### config.mk
export PLATFORM = sky130hd
export DESIGN_NAME = vtpc_slot_store
export DESIGN_NICKNAME = d
export VERILOG_FILES = /design/src/rtl/vtpc_pkg.sv /design/src/rtl/vtpc_slot_store.sv
export SDC_FILE = /design/constraint.sdc
export NUM_CORES = 2
export LEC_CHECK = 0
export BUFFER_PORTS_ARGS = -buffer_cell sky130_fd_sc_hd__buf_2
export CAP_MARGIN = 20
export CELL_PAD_IN_SITES_DETAIL_PLACEMENT = 1
export CELL_PAD_IN_SITES_GLOBAL_PLACEMENT = 2
export CORE_UTILIZATION = 46
export DETAILED_ROUTE_END_ITERATION = 8
export GPL_ROUTABILITY_DRIVEN = 0
export PLACE_DENSITY = 0.77
export REMOVE_ABC_BUFFERS = 1
export SLEW_MARGIN = 10
export SYNTH_ARGS = -nofsm -noshare
export SYNTH_HDL_FRONTEND = slang
export SYNTH_SLANG_ARGS = --single-unit
### constraint.sdc
create_clock -name i_clk -period 3.9 [get_ports i_clk]
set_clock_uncertainty 0.1 [all_clocks]
set_input_delay 0.195 -clock i_clk [delete_from_list [all_inputs] [get_ports i_clk]]
set_output_delay 0.195 -clock i_clk [all_outputs]
set_load 0.02 [all_outputs]
### src/rtl/vtpc_pkg.sv
`timescale 1ns / 1ps
// ---------------------------------------------------------------------------
// vtpc_pkg
// Shared sizes, codes, word types and helper functions of the page cache.
// ---------------------------------------------------------------------------
package vtpc_pkg;

    localparam int CACHE_SIDE = 8;
    localparam int IMAGES     = 4;
    localparam int LEVELS     = 6;

    localparam int SLOTS      = CACHE_SIDE * CACHE_SIDE;
    localparam int TABLE_SIZE = ((1 << (2 * LEVELS)) - 1) / 3;
    localparam int MAP_DEPTH  = IMAGES * TABLE_SIZE;
    localparam int MAP_AW     = $clog2(MAP_DEPTH);
    localparam int SLOT_W     = 7;
    localparam int SLOT_IW    = $clog2(SLOTS);
    localparam int SIDE_W     = 3;
    localparam int STAMP_W    = 32;

    localparam logic [SLOT_W-1:0]  SLOT_NONE = SLOT_W'(SLOTS);
    localparam logic [STAMP_W-1:0] PIN_STAMP = '1;

    // opcodes
    localparam logic [1:0] OP_REQUEST = 2'd0;
    localparam logic [1:0] OP_PIN     = 2'd1;
    localparam logic [1:0] OP_TICK    = 2'd2;
    localparam logic [1:0] OP_LOOKUP  = 2'd3;

    // status codes
    localparam logic [2:0] ST_RESIDENT = 3'd0;
    localparam logic [2:0] ST_LOADED   = 3'd1;
    localparam logic [2:0] ST_DROPPED  = 3'd2;
    localparam logic [2:0] ST_BAD_ADDR = 3'd3;
    localparam logic [2:0] ST_LOOKUP   = 3'd4;
    localparam logic [2:0] ST_TICK     = 3'd5;

    // register indexes
    localparam logic CFG_UPDATE_LIMIT = 1'b0;
    localparam logic CFG_MIN_LEVEL    = 1'b1;

    typedef struct packed {
        logic [1:0] opcode;
        logic [1:0] image_sel;
        logic [3:0] mip_level;
        logic [4:0] page_x;
        logic [4:0] page_y;
    } t_in_word;

    typedef struct packed {
        logic [2:0]        status;
        logic [SLOT_W-1:0] slot;
        logic [SIDE_W-1:0] slot_col;
        logic [SIDE_W-1:0] slot_row;
        logic              evicted_valid;
        logic [1:0]        evicted_image;
        logic [3:0]        evicted_mip;
        logic [4:0]        evicted_x;
        logic [4:0]        evicted_y;
        logic [3:0]        resident_mip;
    } t_out_word;

    typedef struct packed {
        logic [MAP_AW-1:0] addr;
        logic [1:0]        image;
        logic [3:0]        mip;
        logic [4:0]        x;
        logic [4:0]        y;
    } t_owner;

    typedef struct packed {
        logic              we;
        logic [MAP_AW-1:0] waddr;
        logic [SLOT_W-1:0] wdata;
        logic [MAP_AW-1:0] raddr;
    } t_map_port;

    typedef struct packed {
        logic               we;
        logic [SLOT_IW-1:0] idx;
        logic [STAMP_W-1:0] stamp;
        t_owner             owner;
    } t_slot_wr;

    typedef enum logic [3:0] {
        S_CLEAR, S_IDLE, S_ISSUE, S_CHK, S_SCAN, S_OWN, S_EVICT, S_MAPW, S_DONE
    } t_state;

    // start of table level l: (4^l - 1) / 3
    function automatic logic [MAP_AW-1:0] lvl_offset(input logic [3:0] l);
        int acc;
        int pw;
        acc = 0;
        pw  = 1;
        for (int k = 0; k < 16; k++) begin
            if (k < int'(l)) acc = acc + pw;
            pw = pw * 4;
        end
        return acc[MAP_AW-1:0];
    endfunction

    function automatic logic [SIDE_W-1:0] slot_col(input logic [SLOT_W-1:0] s);
        if (s < SLOT_NONE) return SIDE_W'(s % CACHE_SIDE);
        return '0;
    endfunction

    function automatic logic [SIDE_W-1:0] slot_row(input logic [SLOT_W-1:0] s);
        if (s < SLOT_NONE) return SIDE_W'(s / CACHE_SIDE);
        return '0;
    endfunction

endpackage

### src/rtl/vtpc_slot_store.sv
`timescale 1ns / 1ps
// ---------------------------------------------------------------------------
// vtpc_slot_store
// Per-slot stamp and owner memories; valid flops stand for the reset value.
// ---------------------------------------------------------------------------
module vtpc_slot_store (
    input  logic                         i_clk,
    input  logic                         i_rst_n,
    input  vtpc_pkg::t_slot_wr           i_wr,
    input  logic [vtpc_pkg::SLOT_IW-1:0] i_stamp_ridx,
    output logic [vtpc_pkg::STAMP_W-1:0] o_stamp,
    input  logic [vtpc_pkg::SLOT_IW-1:0] i_own_ridx,
    output logic                         o_own_valid,
    output vtpc_pkg::t_owner             o_own
);
    logic [vtpc_pkg::STAMP_W-1:0] r_stamp_mem [vtpc_pkg::SLOTS];
    vtpc_pkg::t_owner             r_own_mem   [vtpc_pkg::SLOTS];
    logic [vtpc_pkg::SLOTS-1:0]   r_vld;
    logic [vtpc_pkg::STAMP_W-1:0] r_stamp_q;
    logic                         r_stamp_vq;
    logic                         r_own_vq;

    always_ff @(posedge i_clk) begin
        if (!i_rst_n) begin
            r_vld <= '0;
        end else if (i_wr.we) begin
            r_vld[i_wr.idx] <= 1'b1;
        end
    end

    // memories
    always_ff @(posedge i_clk) begin
        if (i_wr.we) begin
            r_stamp_mem[i_wr.idx] <= i_wr.stamp;
            r_own_mem[i_wr.idx]   <= i_wr.owner;
        end
        r_stamp_q  <= r_stamp_mem[i_stamp_ridx];
        r_stamp_vq <= r_vld[i_stamp_ridx];
        o_own      <= r_own_mem[i_own_ridx];
        r_own_vq   <= r_vld[i_own_ridx];
    end

    // never-written slots read as stamp zero, owner invalid
    assign o_stamp     = r_stamp_vq ? r_stamp_q : '0;
    assign o_own_valid = r_own_vq;
endmodule

; ---- Yosys cells after proc, flatten, opt, wreduce, memory -nomap -nowiden
; Memory sizes are Yosys's and may differ from the RTL's. A register that Yosys moved wholly into a read port is not among the register bits.
; Cells that the tools add are included.
; Widths: inputs -> output; s select.
[classes]
order_cmp = 4
n_mux = 9
n_bitwise = 1
reduce_logical = 1
[ops]
columns = op, count
row1 = $or 64x64->64, 1
row2 = $mux 32, 1
row3 = $lt 6x7->1 const B, 3
row4 = $bmux 1 s6, 2
row5 = $demux 1 s6, 1
row6 = $ge 6x1->1 const B, 1
row7 = $mux 1, 5
row8 = $logic_and 1x1->1, 1
[word_totals]
regBits = 66
ramBits = 3904
wordCells = 20
mem_count = 2
[mem_list]
columns = memory, words, word_bits, rd, rd_ports_with_merged_regs, write_ports, line_no
row1 = r_stamp_mem, 64, 32, 1, 1, 1, vtpc_slot_store.sv:16  ; logic [vtpc_pkg::STAMP_W-1:0] r_stamp_mem [vtpc_pkg::SLOTS];
row2 = r_own_mem, 64, 29, 1, 1, 1, vtpc_slot_store.sv:17  ; vtpc_pkg::t_owner r_own_mem [vtpc_pkg::SLOTS];

; ---- Longest topological paths before layout
[depth]
word_depth = 5
mapped_depth = 10
depth_no_buf = 5

; ---- Worst setup path after synthesis
; No wires, ideal clock.
[synth_path]
kind = input -> register
startpoint = input i_wr[66] in the netlist's numbering
endpoint = memory r_own_mem[32][0] in the netlist's numbering (enable)
setup_ns = 0.482
arrival_ns = 3.612
setup_slack_ns = -0.294
stages = 4
path_buffers = 2
cell_sequence = clkbuf_1 > or3b_2 > clkbuf_1 > nor2_1
[synth_lines]
columns = element, line_no
row1 = from (decl), vtpc_slot_store.sv:9  ; input vtpc_pkg::t_slot_wr i_wr,
row2 = to (decl), vtpc_slot_store.sv:17
; No word-level cell before the write port.

; ---- Worst setup path in the final report
[layout_path]
startpoint = register r_stamp_vq
endpoint = output o_stamp[13] in the netlist's numbering
[layout_between]
elab_chain_cells = 1
[layout_lines]
columns = element, line_no
row1 = from (decl), vtpc_slot_store.sv:20  ; logic r_stamp_vq;
row2 = from (signal assigned), vtpc_slot_store.sv:38  ; r_stamp_vq <= r_vld[i_stamp_ridx];
row3 = $mux 32, vtpc_slot_store.sv:44  ; assign o_stamp = r_stamp_vq ? r_stamp_q : '0;
row4 = to (decl), vtpc_slot_store.sv:11  ; output logic [vtpc_pkg::STAMP_W-1:0] o_stamp,
; Every way passes these cells.

==> impl_metrics.yaml <==
power:
  power.density_nw_per_um2: 517
  irDropWorstVdd_mv: 0.402
  switching_power_mw: 19.5
  power_frac_comb_pct: 4.9
  seqPwrFrac_pct: 53.0
  p_leak_nw: 55.3
  p_sw_share_pct: 21.5
  p_int_mw: 71.2
  power_frac_clock_pct: 42.1
routing:
  dr.pass1.iters: 5
  drtIter0Drc: 10800
  drc_errors: 0
  wl_per_cell_um: 37.8
  vias: 77600
  drt-total-wl_um: 452000
  routed_via_density: 6.49
  ant_nets: 0
timing:
  finalSetupViolCount: 0
  slew_headroom_pct: 21.4
  achievable-frequency_mhz: 364
  grt_setup_unrepaired: "false"
  drv_slew: 0
  finalCriticalPeriod_ns: 2.75
  tightest_slew_ns: 1.18
  setup_ws_ns: 1.15
  finalCritPeriodShare_pct: 70.4
  hold_ws_ns: 0.0392
  hold_viol_final: 0
die:
  num_rows: 211
  die_area_um2: 334000
  fp.dieH_um: 578
  pin_count: 144
  core_um2: 330000
  initial_core_util_pct: 46.2
  die_w_um: 578
worst_setup_path:
  cp_slowest_stage_delay_ns: 0.52
  cp-start-kind: "flip-flop"
  crit_path_top_delay_cell: "buf_4"
  crit_family: "buffers and inverters"
  crit_chain: "buf_4 -> and2_1 -> buf_2"
  cp.depth: 3
  reg2reg_depth: 6
  crit_arrival_ns: 2.45
  required_ns: 3.61
  crit_buf_inv: 2
  endpoint_kind: "output port"
  critical_path.max_fanout: 32
  worst-setup-path-type: "flip-flop to output port"
clock_network:
  h-tree-depth: 5
  cts_sinks: 4031
  cts_tree: "yes"
  cts.clk_slew.worst_paths_ns: 0.06
  clk-insertion-delay-late_ns: 0.98
  clockBufferDepth: 4
  clockRootBuffer: "clkbuf_16"
  numCtsBuffers: 405
synthesis:
  ys_top_cells_by_area: "edfxtp_1, mux4_2, dfxtp_1"
  syn_avg_cell_area_um2: 23.0
  synth-xor-area-share_pct: 0
  synthMuxAreaShare_pct: 16.4
  yosysTopAreaCell: "edfxtp_1"
  synth_edf_count: 3904
  netlist_area_um2: 153000
  synth_fa_ha_area_share_pct: 0
  synth_top_family_by_area: "multiplexers"
  synth.distinct_cells: 47
  async_reset_ff_share_pct: 0
  synth-simple-area-share_pct: 1.34
  yosysSeqAreaShare_pct: 78.5
  synth_compound_area_share_pct: 2.47
  syn_inst: 6645
  yosys_most_used_dff: "edfxtp_1"
  synth_top_area_share_pct: 76.9
  ys_seq_elements: 4031
  yosysWarnings: 0
place:
  post-place-ws_ns: 0.818
  dpl.hpwl_um: 247000
  io_buffers: 143
cells_and_area:
  nets: 7323
  area_growth_pct: 15.1
  drive_gt1_share_pct: 28.9
  final_util_pct: 53.2
grt:
  grt_max_degree: 79
  antenna_found_initial: 32
  grt_usage_pct: 26.9
  grt-ovfl-total: 0
  grt_pass1_wl_um: 625000
  grt_pass1_vias: 79000
outcome:
  status: "finished clean"
hold_path:
  hold_class: "input pin to flip-flop"
  hold_depth: 2
flow_run:
  cap_violations: 0
-- final cells by class --
class / instances / area, um^2
clock inverters: 208 / 1900
multi-input cells: 2226 / 31300
well taps: 4366 / 5460
flip-flops and latches: 4031 / 120000
fillers: 28200 / 154000
inverters: 23 / 88.8
repair buffers: 554 / 6030
diodes: 5 / 12.5
clock buffers: 539 / 11000
-- worst paths after layout --
check	startpoint	endpoint	slack [ns]
worst max-delay path	r_stamp_vq	o_stamp[13]	1.15
worst min-delay path	i_wr[43]	r_stamp_mem[8][14]	0.04
worst max register to register	r_own_mem[58][22]	o_own[22]	1.56
worst min register to register	r_vld[30]	r_vld[30]	0.39
-- per-layer routing --
metal  wire length (um)  global-route usage [%]  vias up  share of wire, %
li1                   -                       -    29600                 -
met1             178000                    38.0    42700                39
met2             217000                    43.3     4531                48
met3              42300                    4.48      755               9.4
met4              14400                    8.25       10               3.2
met5                 77                       0        -             0.017
-- what timing repair did --
action	in CTS	in global routing
endpoints found under the setup margin	0	0
hold buffers	73	0
endpoints found under the hold margin	3996	0
gates resized for setup	0	0
buffers inserted	0	0
-- Yosys cell counts (5+ instances only) --
cell / n
nand3_1: 26
mux4_2: 999
clkbuf_1: 120
buf_1: 39
o211ai_1: 7
nor2b_1: 15
inv_1: 22
or3b_2: 6
buf_2: 135
nand2_1: 125
a22o_1: 36
nand2b_1: 13
a31oi_1: 14
o21a_1: 66
o221ai_1: 24
nand3b_1: 10
and2_1: 38
mux2i_1: 186
nor2_1: 123
nor3_1: 49
nor4_1: 14
a22oi_1: 64
dfxtp_1: 127
nand4_1: 5
o22ai_1: 135
a21oi_1: 97
a221oi_1: 50
buf_4: 57
edfxtp_1: 3904
mux2_2: 56
o21ai_0: 36
buf_6: 14
-- per-stage QoR --
step | total power [mW] | std cells | setup TNS, ns | cell area, um^2
floorplan | 50.7 | 6280 | -13.36 | 151000
global placement | 53.2 | 11100 | 0 | 161000
detailed placement | 53.4 | 11100 | 0 | 161000
CTS | 91.1 | 11900 | 0 | 175000
global route | 92.7 | 11900 | 0 | 176000
finish | 90.7 | 12000 | 0 | 176000
-- registers in the layout (all words and copies together) (netlist names) --
register and flops:
r_stamp_mem 2048, r_own_mem 1856, r_vld 64, r_stamp_q 32, o_own 29, o_own_valid 1, r_stamp_vq 1
-- power groups by stage --
stage	clock network (mW)	logic (mW)	registers, mW
3_3_place_gp	0	4.22	49.0
4_1_cts	38.6	4.45	48.1
2_1_floorplan	0	1.81	48.9
6_report	38.2	4.48	48.1
3_5_place_dp	0	4.35	49.0
5_1_grt	39.9	4.72	48.1
-- worst register-to-register path, delay by kind of cell, from the launching register on --
kind	cells	cell delay, ns
compound gates	2	0.51
mux	1	0.47
flops	1	0.37
simple gates	2	0.22
buf+inv	1	0.58
-- layout by cell type (no fill, tap or decap), drive strengths merged, types with 73 or more instances in the layout --
cell type,synthesis,layout
nor2,123,123
a21oi,97,97
edfxtp,3904,3904
nand2,125,125
clkbuf,120,539
o22ai,135,135
clkinv,0,154
mux4,999,999
dfxtp,127,127
buf,245,481
mux2i,186,186
dlygate4sd3,0,73
-- cells by family after synthesis --
kind of cell,after synthesis
simple gates,436
flops,4031
compound gates,549
mux,1241
buf+inv,388
Power figures use the tool's default switching activity.
