<file path="config.mk">
export PLATFORM = sky130hd
export DESIGN_NAME = vtpc_addr
export DESIGN_NICKNAME = d
export VERILOG_FILES = /design/src/rtl/vtpc_pkg.sv /design/src/rtl/vtpc_addr.sv
export SDC_FILE = /design/constraint.sdc
export NUM_CORES = 1
export LEC_CHECK = 0
export BUFFER_PORTS_ARGS = -buffer_cell sky130_fd_sc_hd__buf_2
export CAP_MARGIN = 20
export CORE_MARGIN = 3
export CORE_UTILIZATION = 44
export DETAILED_ROUTE_END_ITERATION = 16
export GPL_TIMING_DRIVEN = 0
export MAX_ROUTING_LAYER = met4
export PLACE_DENSITY = 0.7
export SLEW_MARGIN = 0
export SYNTH_ARGS = -nofsm -noshare
export SYNTH_HDL_FRONTEND = slang
export SYNTH_SLANG_ARGS = --single-unit
</file>
<file path="constraint.sdc">
create_clock -name vclk -period 4.75
set_input_delay 0.475 -clock vclk [all_inputs]
set_output_delay 0.475 -clock vclk [all_outputs]
set_load 0.01 [all_outputs]
</file>
<file path="src/rtl/vtpc_pkg.sv">
`timescale 1ns / 1ps
// ---------------------------------------------------------------------------
// vtpc_pkg
// Shared sizes, codes, word types and helper functions of the page cache.
// ---------------------------------------------------------------------------
package vtpc_pkg;

    localparam int CACHE_SIDE = 8;
    localparam int IMAGES     = 4;
    localparam int LEVELS     = 6;

    localparam int SLOTS      = CACHE_SIDE * CACHE_SIDE;
    localparam int TABLE_SIZE = ((1 << (2 * LEVELS)) - 1) / 3;
    localparam int MAP_DEPTH  = IMAGES * TABLE_SIZE;
    localparam int MAP_AW     = $clog2(MAP_DEPTH);
    localparam int SLOT_W     = 7;
    localparam int SLOT_IW    = $clog2(SLOTS);
    localparam int SIDE_W     = 3;
    localparam int STAMP_W    = 32;

    localparam logic [SLOT_W-1:0]  SLOT_NONE = SLOT_W'(SLOTS);
    localparam logic [STAMP_W-1:0] PIN_STAMP = '1;

    // opcodes
    localparam logic [1:0] OP_REQUEST = 2'd0;
    localparam logic [1:0] OP_PIN     = 2'd1;
    localparam logic [1:0] OP_TICK    = 2'd2;
    localparam logic [1:0] OP_LOOKUP  = 2'd3;

    // status codes
    localparam logic [2:0] ST_RESIDENT = 3'd0;
    localparam logic [2:0] ST_LOADED   = 3'd1;
    localparam logic [2:0] ST_DROPPED  = 3'd2;
    localparam logic [2:0] ST_BAD_ADDR = 3'd3;
    localparam logic [2:0] ST_LOOKUP   = 3'd4;
    localparam logic [2:0] ST_TICK     = 3'd5;

    // register indexes
    localparam logic CFG_UPDATE_LIMIT = 1'b0;
    localparam logic CFG_MIN_LEVEL    = 1'b1;

    typedef struct packed {
        logic [1:0] opcode;
        logic [1:0] image_sel;
        logic [3:0] mip_level;
        logic [4:0] page_x;
        logic [4:0] page_y;
    } t_in_word;

    typedef struct packed {
        logic [2:0]        status;
        logic [SLOT_W-1:0] slot;
        logic [SIDE_W-1:0] slot_col;
        logic [SIDE_W-1:0] slot_row;
        logic              evicted_valid;
        logic [1:0]        evicted_image;
        logic [3:0]        evicted_mip;
        logic [4:0]        evicted_x;
        logic [4:0]        evicted_y;
        logic [3:0]        resident_mip;
    } t_out_word;

    typedef struct packed {
        logic [MAP_AW-1:0] addr;
        logic [1:0]        image;
        logic [3:0]        mip;
        logic [4:0]        x;
        logic [4:0]        y;
    } t_owner;

    typedef struct packed {
        logic              we;
        logic [MAP_AW-1:0] waddr;
        logic [SLOT_W-1:0] wdata;
        logic [MAP_AW-1:0] raddr;
    } t_map_port;

    typedef struct packed {
        logic               we;
        logic [SLOT_IW-1:0] idx;
        logic [STAMP_W-1:0] stamp;
        t_owner             owner;
    } t_slot_wr;

    typedef enum logic [3:0] {
        S_CLEAR, S_IDLE, S_ISSUE, S_CHK, S_SCAN, S_OWN, S_EVICT, S_MAPW, S_DONE
    } t_state;

    // start of table level l: (4^l - 1) / 3
    function automatic logic [MAP_AW-1:0] lvl_offset(input logic [3:0] l);
        int acc;
        int pw;
        acc = 0;
        pw  = 1;
        for (int k = 0; k < 16; k++) begin
            if (k < int'(l)) acc = acc + pw;
            pw = pw * 4;
        end
        return acc[MAP_AW-1:0];
    endfunction

    function automatic logic [SIDE_W-1:0] slot_col(input logic [SLOT_W-1:0] s);
        if (s < SLOT_NONE) return SIDE_W'(s % CACHE_SIDE);
        return '0;
    endfunction

    function automatic logic [SIDE_W-1:0] slot_row(input logic [SLOT_W-1:0] s);
        if (s < SLOT_NONE) return SIDE_W'(s / CACHE_SIDE);
        return '0;
    endfunction

endpackage

</file>
<file path="src/rtl/vtpc_addr.sv">
`timescale 1ns / 1ps
// ---------------------------------------------------------------------------
// vtpc_addr
// Page table address and range check for one page coordinate.
// ---------------------------------------------------------------------------
module vtpc_addr (
    input  logic [1:0]                  i_img,
    input  logic [3:0]                  i_mip,
    input  logic [4:0]                  i_x,
    input  logic [4:0]                  i_y,
    input  logic [3:0]                  i_min_level,
    output logic                        o_ok,
    output logic [vtpc_pkg::MAP_AW-1:0] o_addr
);
    logic [3:0] lvl;

    // relative level, range checks
    assign lvl  = i_mip - i_min_level;
    assign o_ok = (int'(i_img) < vtpc_pkg::IMAGES) && (i_mip >= i_min_level)
                  && (int'(lvl) < vtpc_pkg::LEVELS)
                  && ((i_x >> lvl) == 5'd0) && ((i_y >> lvl) == 5'd0);

    // image base + level base + row-major position
    assign o_addr = vtpc_pkg::MAP_AW'(i_img) * vtpc_pkg::MAP_AW'(vtpc_pkg::TABLE_SIZE)
                    + vtpc_pkg::lvl_offset(lvl)
                    + (vtpc_pkg::MAP_AW'(i_y) << lvl)
                    + vtpc_pkg::MAP_AW'(i_x);
endmodule

</file>
---- Word level (Yosys, flattened, before mapping) ----
Index checks and enable logic that the tools add are counted.
word-level totals
  output and inout bits ................... 14
  bits of input ports ..................... 20
  memory bits (writable) .................. 0
  bits in registers ....................... 0
  memories kept ........................... 0
  latch bits .............................. 0
  bits in read-only memories .............. 0
operators by class
  multiply operators ...................... 1
  eq/ne operators ......................... 0
  $add $sub $neg .......................... 18
  bitwise logic cells ..................... 0
  magnitude comparators ................... 17
  shifts and indexed selects .............. 3
  div/mod/pow operators ................... 0
  reductions and logical operators ........ 5
  multiplexer cells ....................... 15
operators by type and width
  operator                                            number
  two-way mux 13 bit                                  13
  adder 13 x 1 -> 13 bit, second input constant       8
  < comparator 4 bit, first input constant            7
  adder 13 bit                                        2
  < comparator 3 x 4 -> 1 bit, first input constant   4
  adder 13 x 10 -> 13 bit, second input constant      1
  adder 13 x 12 -> 13 bit, second input constant      1
  adder 13 bit, second input constant                 1
  adder 13 x 5 -> 13 bit                              1
  adder 13 x 8 -> 13 bit, second input constant       1
  multiplier 2 x 11 -> 13 bit, second input constant  1
  left shift 5 x 4 -> 13 bit                          1
  zero test 5 bit                                     2
  >> shifter 5 x 4 -> 5 bit                           2
  < comparator 1 x 4 -> 1 bit, first input constant   2
  < comparator 2 x 4 -> 1 bit, first input constant   2
  adder 4 x 5 -> 6 bit, second input constant         1
  adder 1 x 3 -> 4 bit, second input constant         1
  greater-or-equal comparator 4 bit                   1
  < comparator 4 x 3 -> 1 bit, second input constant  1
  two-way mux 4 bit                                   1
  subtractor 4 bit                                    1
  logical AND 1 bit                                   3
  two-way mux 1 bit                                   1

---- Longest topological paths before layout ----
  depth after elaboration ................. 34
  mapped depth ............................ 20
  mapped depth without buffers ............ 20

---- Worst setup path after synthesis ----
OpenSTA, ideal clock, no wires.
  kind .................................... input-to-output
  from .................................... input i_mip[0]
  to ...................................... output o_addr[12] in the netlist's numbering
  arrival time ............................ 4.583 ns
  setup slack ............................. -0.308 ns
  stages on the path ...................... 18
  buffers on the path ..................... 2
  cell sequence ........................... inv_1 > ha_1 > fa_1 > clkbuf_1 > clkbuf_1 > nand3_1 > or2_2 > a21oi_1 > fa_1 > fa_1 > ha_1 > o21ai_0 > o21bai_1 > a21oi_1 > o21a_1 > o21a_1 > o21ai_0 > xnor2_1
between the ends
  longest elaborated chain between the ends .. 34
RTL lines
  what                         RTL line         source
  start, declared              vtpc_addr.sv:8   input logic [3:0] i_mip,
  subtractor 4 bit *           vtpc_addr.sv:18  assign lvl = i_mip - i_min_level;
  < comparator 1 x 4 -> 1 bit  vtpc_pkg.sv:96   if (k < int'(l)) acc = acc + pw;
  two-way mux 1 bit            vtpc_pkg.sv:96
  adder 1 x 3 -> 4 bit         vtpc_pkg.sv:96
  two-way mux 4 bit            vtpc_pkg.sv:96
  adder 4 x 5 -> 6 bit         vtpc_pkg.sv:96
  two-way mux 13 bit           vtpc_pkg.sv:96
  adder 13 x 8 -> 13 bit       vtpc_pkg.sv:96
  (+18 left out)               n/a
  two-way mux 13 bit           vtpc_pkg.sv:96
  adder 13 x 1 -> 13 bit       vtpc_pkg.sv:96
  two-way mux 13 bit           vtpc_pkg.sv:96
  adder 13 x 1 -> 13 bit       vtpc_pkg.sv:96
  two-way mux 13 bit           vtpc_pkg.sv:96
  adder 13 bit                 vtpc_addr.sv:25  + vtpc_pkg::lvl_offset(lvl)
  adder 13 bit *               vtpc_addr.sv:26  + (vtpc_pkg::MAP_AW'(i_y) << lvl)
  adder 13 x 5 -> 13 bit *     vtpc_addr.sv:27  + vtpc_pkg::MAP_AW'(i_x);
  end, declared                vtpc_addr.sv:13  output logic [vtpc_pkg::MAP_AW-1:0] o_addr
Mark *: on every way between the ends. The rest lies on a longest branch, timed or not.

---- Final worst setup path ----
Same ends and word-level chain as after synthesis.

==> summary.txt <==
Power and ir drop
  – Peak supply drop: a little under 500 uV
  – Pwr Density: 473 mW/mm^2
  – P_leak: 1.08 nW

Place
  – Final Wtd Congestion: 0.874
  – Pre-CTS WS: -0.457 ns
  – IO Port Bufs: 34
  – Post-DP HPWL: 2.70 mm
  – Placed Area: 0.00179 mm^2

Worst hold path
  – Hold depth: 5
  – Hold Crit Start: i_x[0]
  – Hold worst-path end: o_addr[0]
  – Hold WC Path Type: primary input to output pin

Layout
  – Util after Layout: ~72%
  – # clk buffers: 0
  – Nets: 318
  – Post-route cell area: approximately 0.0023 mm^2
  – Area delta synth->final: 50.7%
  – Num sequential: 0
  – Ant. Diodes: 0
  – Most frequent cells in the layout: 33 x buf_4, 33 x ha_1, 32 x buf_2
  – Fillers: 241
  – Ratio of cells with drive above 1 in the final layout: 46.1%
  – Sequential Area: 0 um^2

Worst setup path
  – Critical path class: primary input to output pin
  – Critical Path Fanout Max: 4
  – Worst path arrival time: 4.39 ns
  – Worst path buffer plus inverter count: 21
  – CP max stage cell: fa_2
  – Critical Path End Type: output pin
  – Most used cell, CP: buf_4
  – Family with the most delay on the worst path: buffers and inverters
  – Worst EP required: approximately 4.3 ns
  – Crit path largest cell delay: 0.59 ns
  – CP startpoint kind: primary input

Timing
  – Final hold viol count: 0
  – Relative slew margins: between 50 and 60%
  – Fmax: 0.206 GHz
  – Period utilization: 102%
  – Tmin final: 4.87 ns
  – Setup violators final: 2
  – Worst hold slack: 1.51 ns
  – Unrepaired setup endpoints after global routing: true
  – Worst Max-Slew Pin Slew: 0.671 ns
  – Slew Viols, Final: 0
  – Final Worst Setup Slack: -0.115 ns

Logic synthesis
  – Mapped Area: ~0.0015 mm^2
  – Post-synth top area share: 34.5%
  – Syn Area/Cell: 8.60 um^2
  – Cells after Synth: 177
  – Yosys cell types: 40
  – Top cells by area, synth: ha_1 35%, fa_1 14%, xnor2_1 6.9%, o21ai_0 3.9%, a21oi_1 3.6%
  – Net Count, Synth: 250
  – Leading area contributor after synthesis: ha_1
  – Synth warn: 0
  – Register area share after synthesis: 0%

Drt
  – Met3 routed WL: between 300 and 400 um
  – DR top layer: met4
  – 1st-iter DRT viols: between 70 and 80
  – Post-DR vias/cell: 5.69
  – Total Wirelength: about 4.7 mm
  – Antenna viol nets, final: 0
  – WL met1: 1.99 mm
  – Via Count: approximately 1600
  – Routed WL per cell: 16.4 um
  – DR pass1 iterations: 4
  – DRC: 0
  – DR WL met2: 2.26 mm

Global route
  – Vias in the first global route: 1605
  – Largest net degree at the start of global routing: 11
  – Initial antenna violation count: 0
  – Gr usage total: between 20% and 30%
  – Gr ovfl total: 0
  – Global-route wire length before repair: 6.88 mm

Run
  – Max capacitance violation total: 0

Floorplanning
  – Die Y: 64.8 um
  – Rows: 20
  – Total core area: 0.00318 mm^2
  – Die footprint: 0.00420 mm^2
  – Initial Utilization: approximately 48%
  – Die W: 64.8 um
  – Top-Level Pins: 34

Run status
  – Failing checks: negative setup slack
  – Status: finished with violations
[cell families after synthesis]
family          count (synthesis)  synth area share [%]
buf+inv                        16                  4.11
compound gates                 43                  18.6
mux                             5                  3.37
fa+ha+maj                      53                  49.0
xor+xnor                       17                  11.5
simple gates                   43                  13.4
[worst max-delay path by stage]
stage | cells after the start | from | slack (ns) | to
global route | 23 | i_min_level[1] | -0.31 | o_addr[11]
floorplan | 18 | i_mip[0] | 0.007 | o_addr[12]
global placement | 20 | i_mip[0] | -0.45 | o_addr[12]
detailed placement | 20 | i_mip[0] | -0.46 | o_addr[12]
finish | 28 | i_mip[0] | -0.12 | o_addr[12]
CTS | 19 | i_mip[0] | -0.12 | o_addr[12]
[Yosys cell counts]
library cell  number
or2_2              2
xor2_4             1
fa_1              11
nor2_1            14
mux2i_1            4
nand2b_1           2
o211ai_2           1
buf_2              1
o21ai_0           12
nand2_1           11
a21oi_4            1
nand3b_1           1
nor4_1             1
mux2_2             1
xnor2_2            1
o41ai_1            1
or4_2              1
xnor2_1           12
clkbuf_1           3
nand4_1            1
ha_1              42
a311oi_1           2
o21bai_1           1
o21a_1             3
a21o_2             1
a31oi_1            2
nor2_2             1
nor3_1             2
and2_1             2
o31ai_1            3
a21o_1             2
nand3_1            3
nor2b_1            1
inv_1             11
a32oi_1            1
xor2_1             3
a211oi_1           2
a21oi_1           11
or3_1              1
clkinv_2           1
[routing by layer]
metal / vias to the layer above / GRT usage, %
li1: 773 / -
met1: 755 / 26.6
met2: 90 / 33.2
met3: 15 / 1.56
met4: 0 / 8.44
met5: - / -
[power breakdown]
group / leakage [nW] / switching (mW) / total, mW / internal [mW]
Sequential: 0 / 0 / 0 / 0
Clock: 0 / 0 / 0 / 0
Combinational: 1.08 / 0.547 / 1.08 / 0.537
Total: 1.08 / 0.547 / 1.08 / 0.537
[stage by stage]
step	TNS [ns]	total power, mW	instances
6_report	-0.188	1.08	287
5_1_grt	-1.04	1.19	287
4_1_cts	-0.225	0.928	282
3_5_place_dp	-1.56	0.818	255
3_3_place_gp	-1.56	0.814	255
2_1_floorplan	0	0.601	177
[repair_timing]
action | 4_1_cts | 5_1_grt
hold buffers | 0 | 0
gates resized for setup | 22 | 29
buffers inserted | 29 | 5
endpoints found under the setup margin | 6 | 6
pin swaps | 18 | 21
[area by class of cell]
| type | instances | area, um^2 | share of cell area [%] |
|---|---|---|---|
| buffer | 2 | 22.5 | 0.982 |
| inverter | 12 | 46.3 | 2.02 |
| multi-input combinational | 161 | 1720 | 75.2 |
| tap | 44 | 55.1 | 2.40 |
| timing repair buffer | 68 | 445 | 19.4 |
No activity file was read; power rests on OpenSTA's default activity.
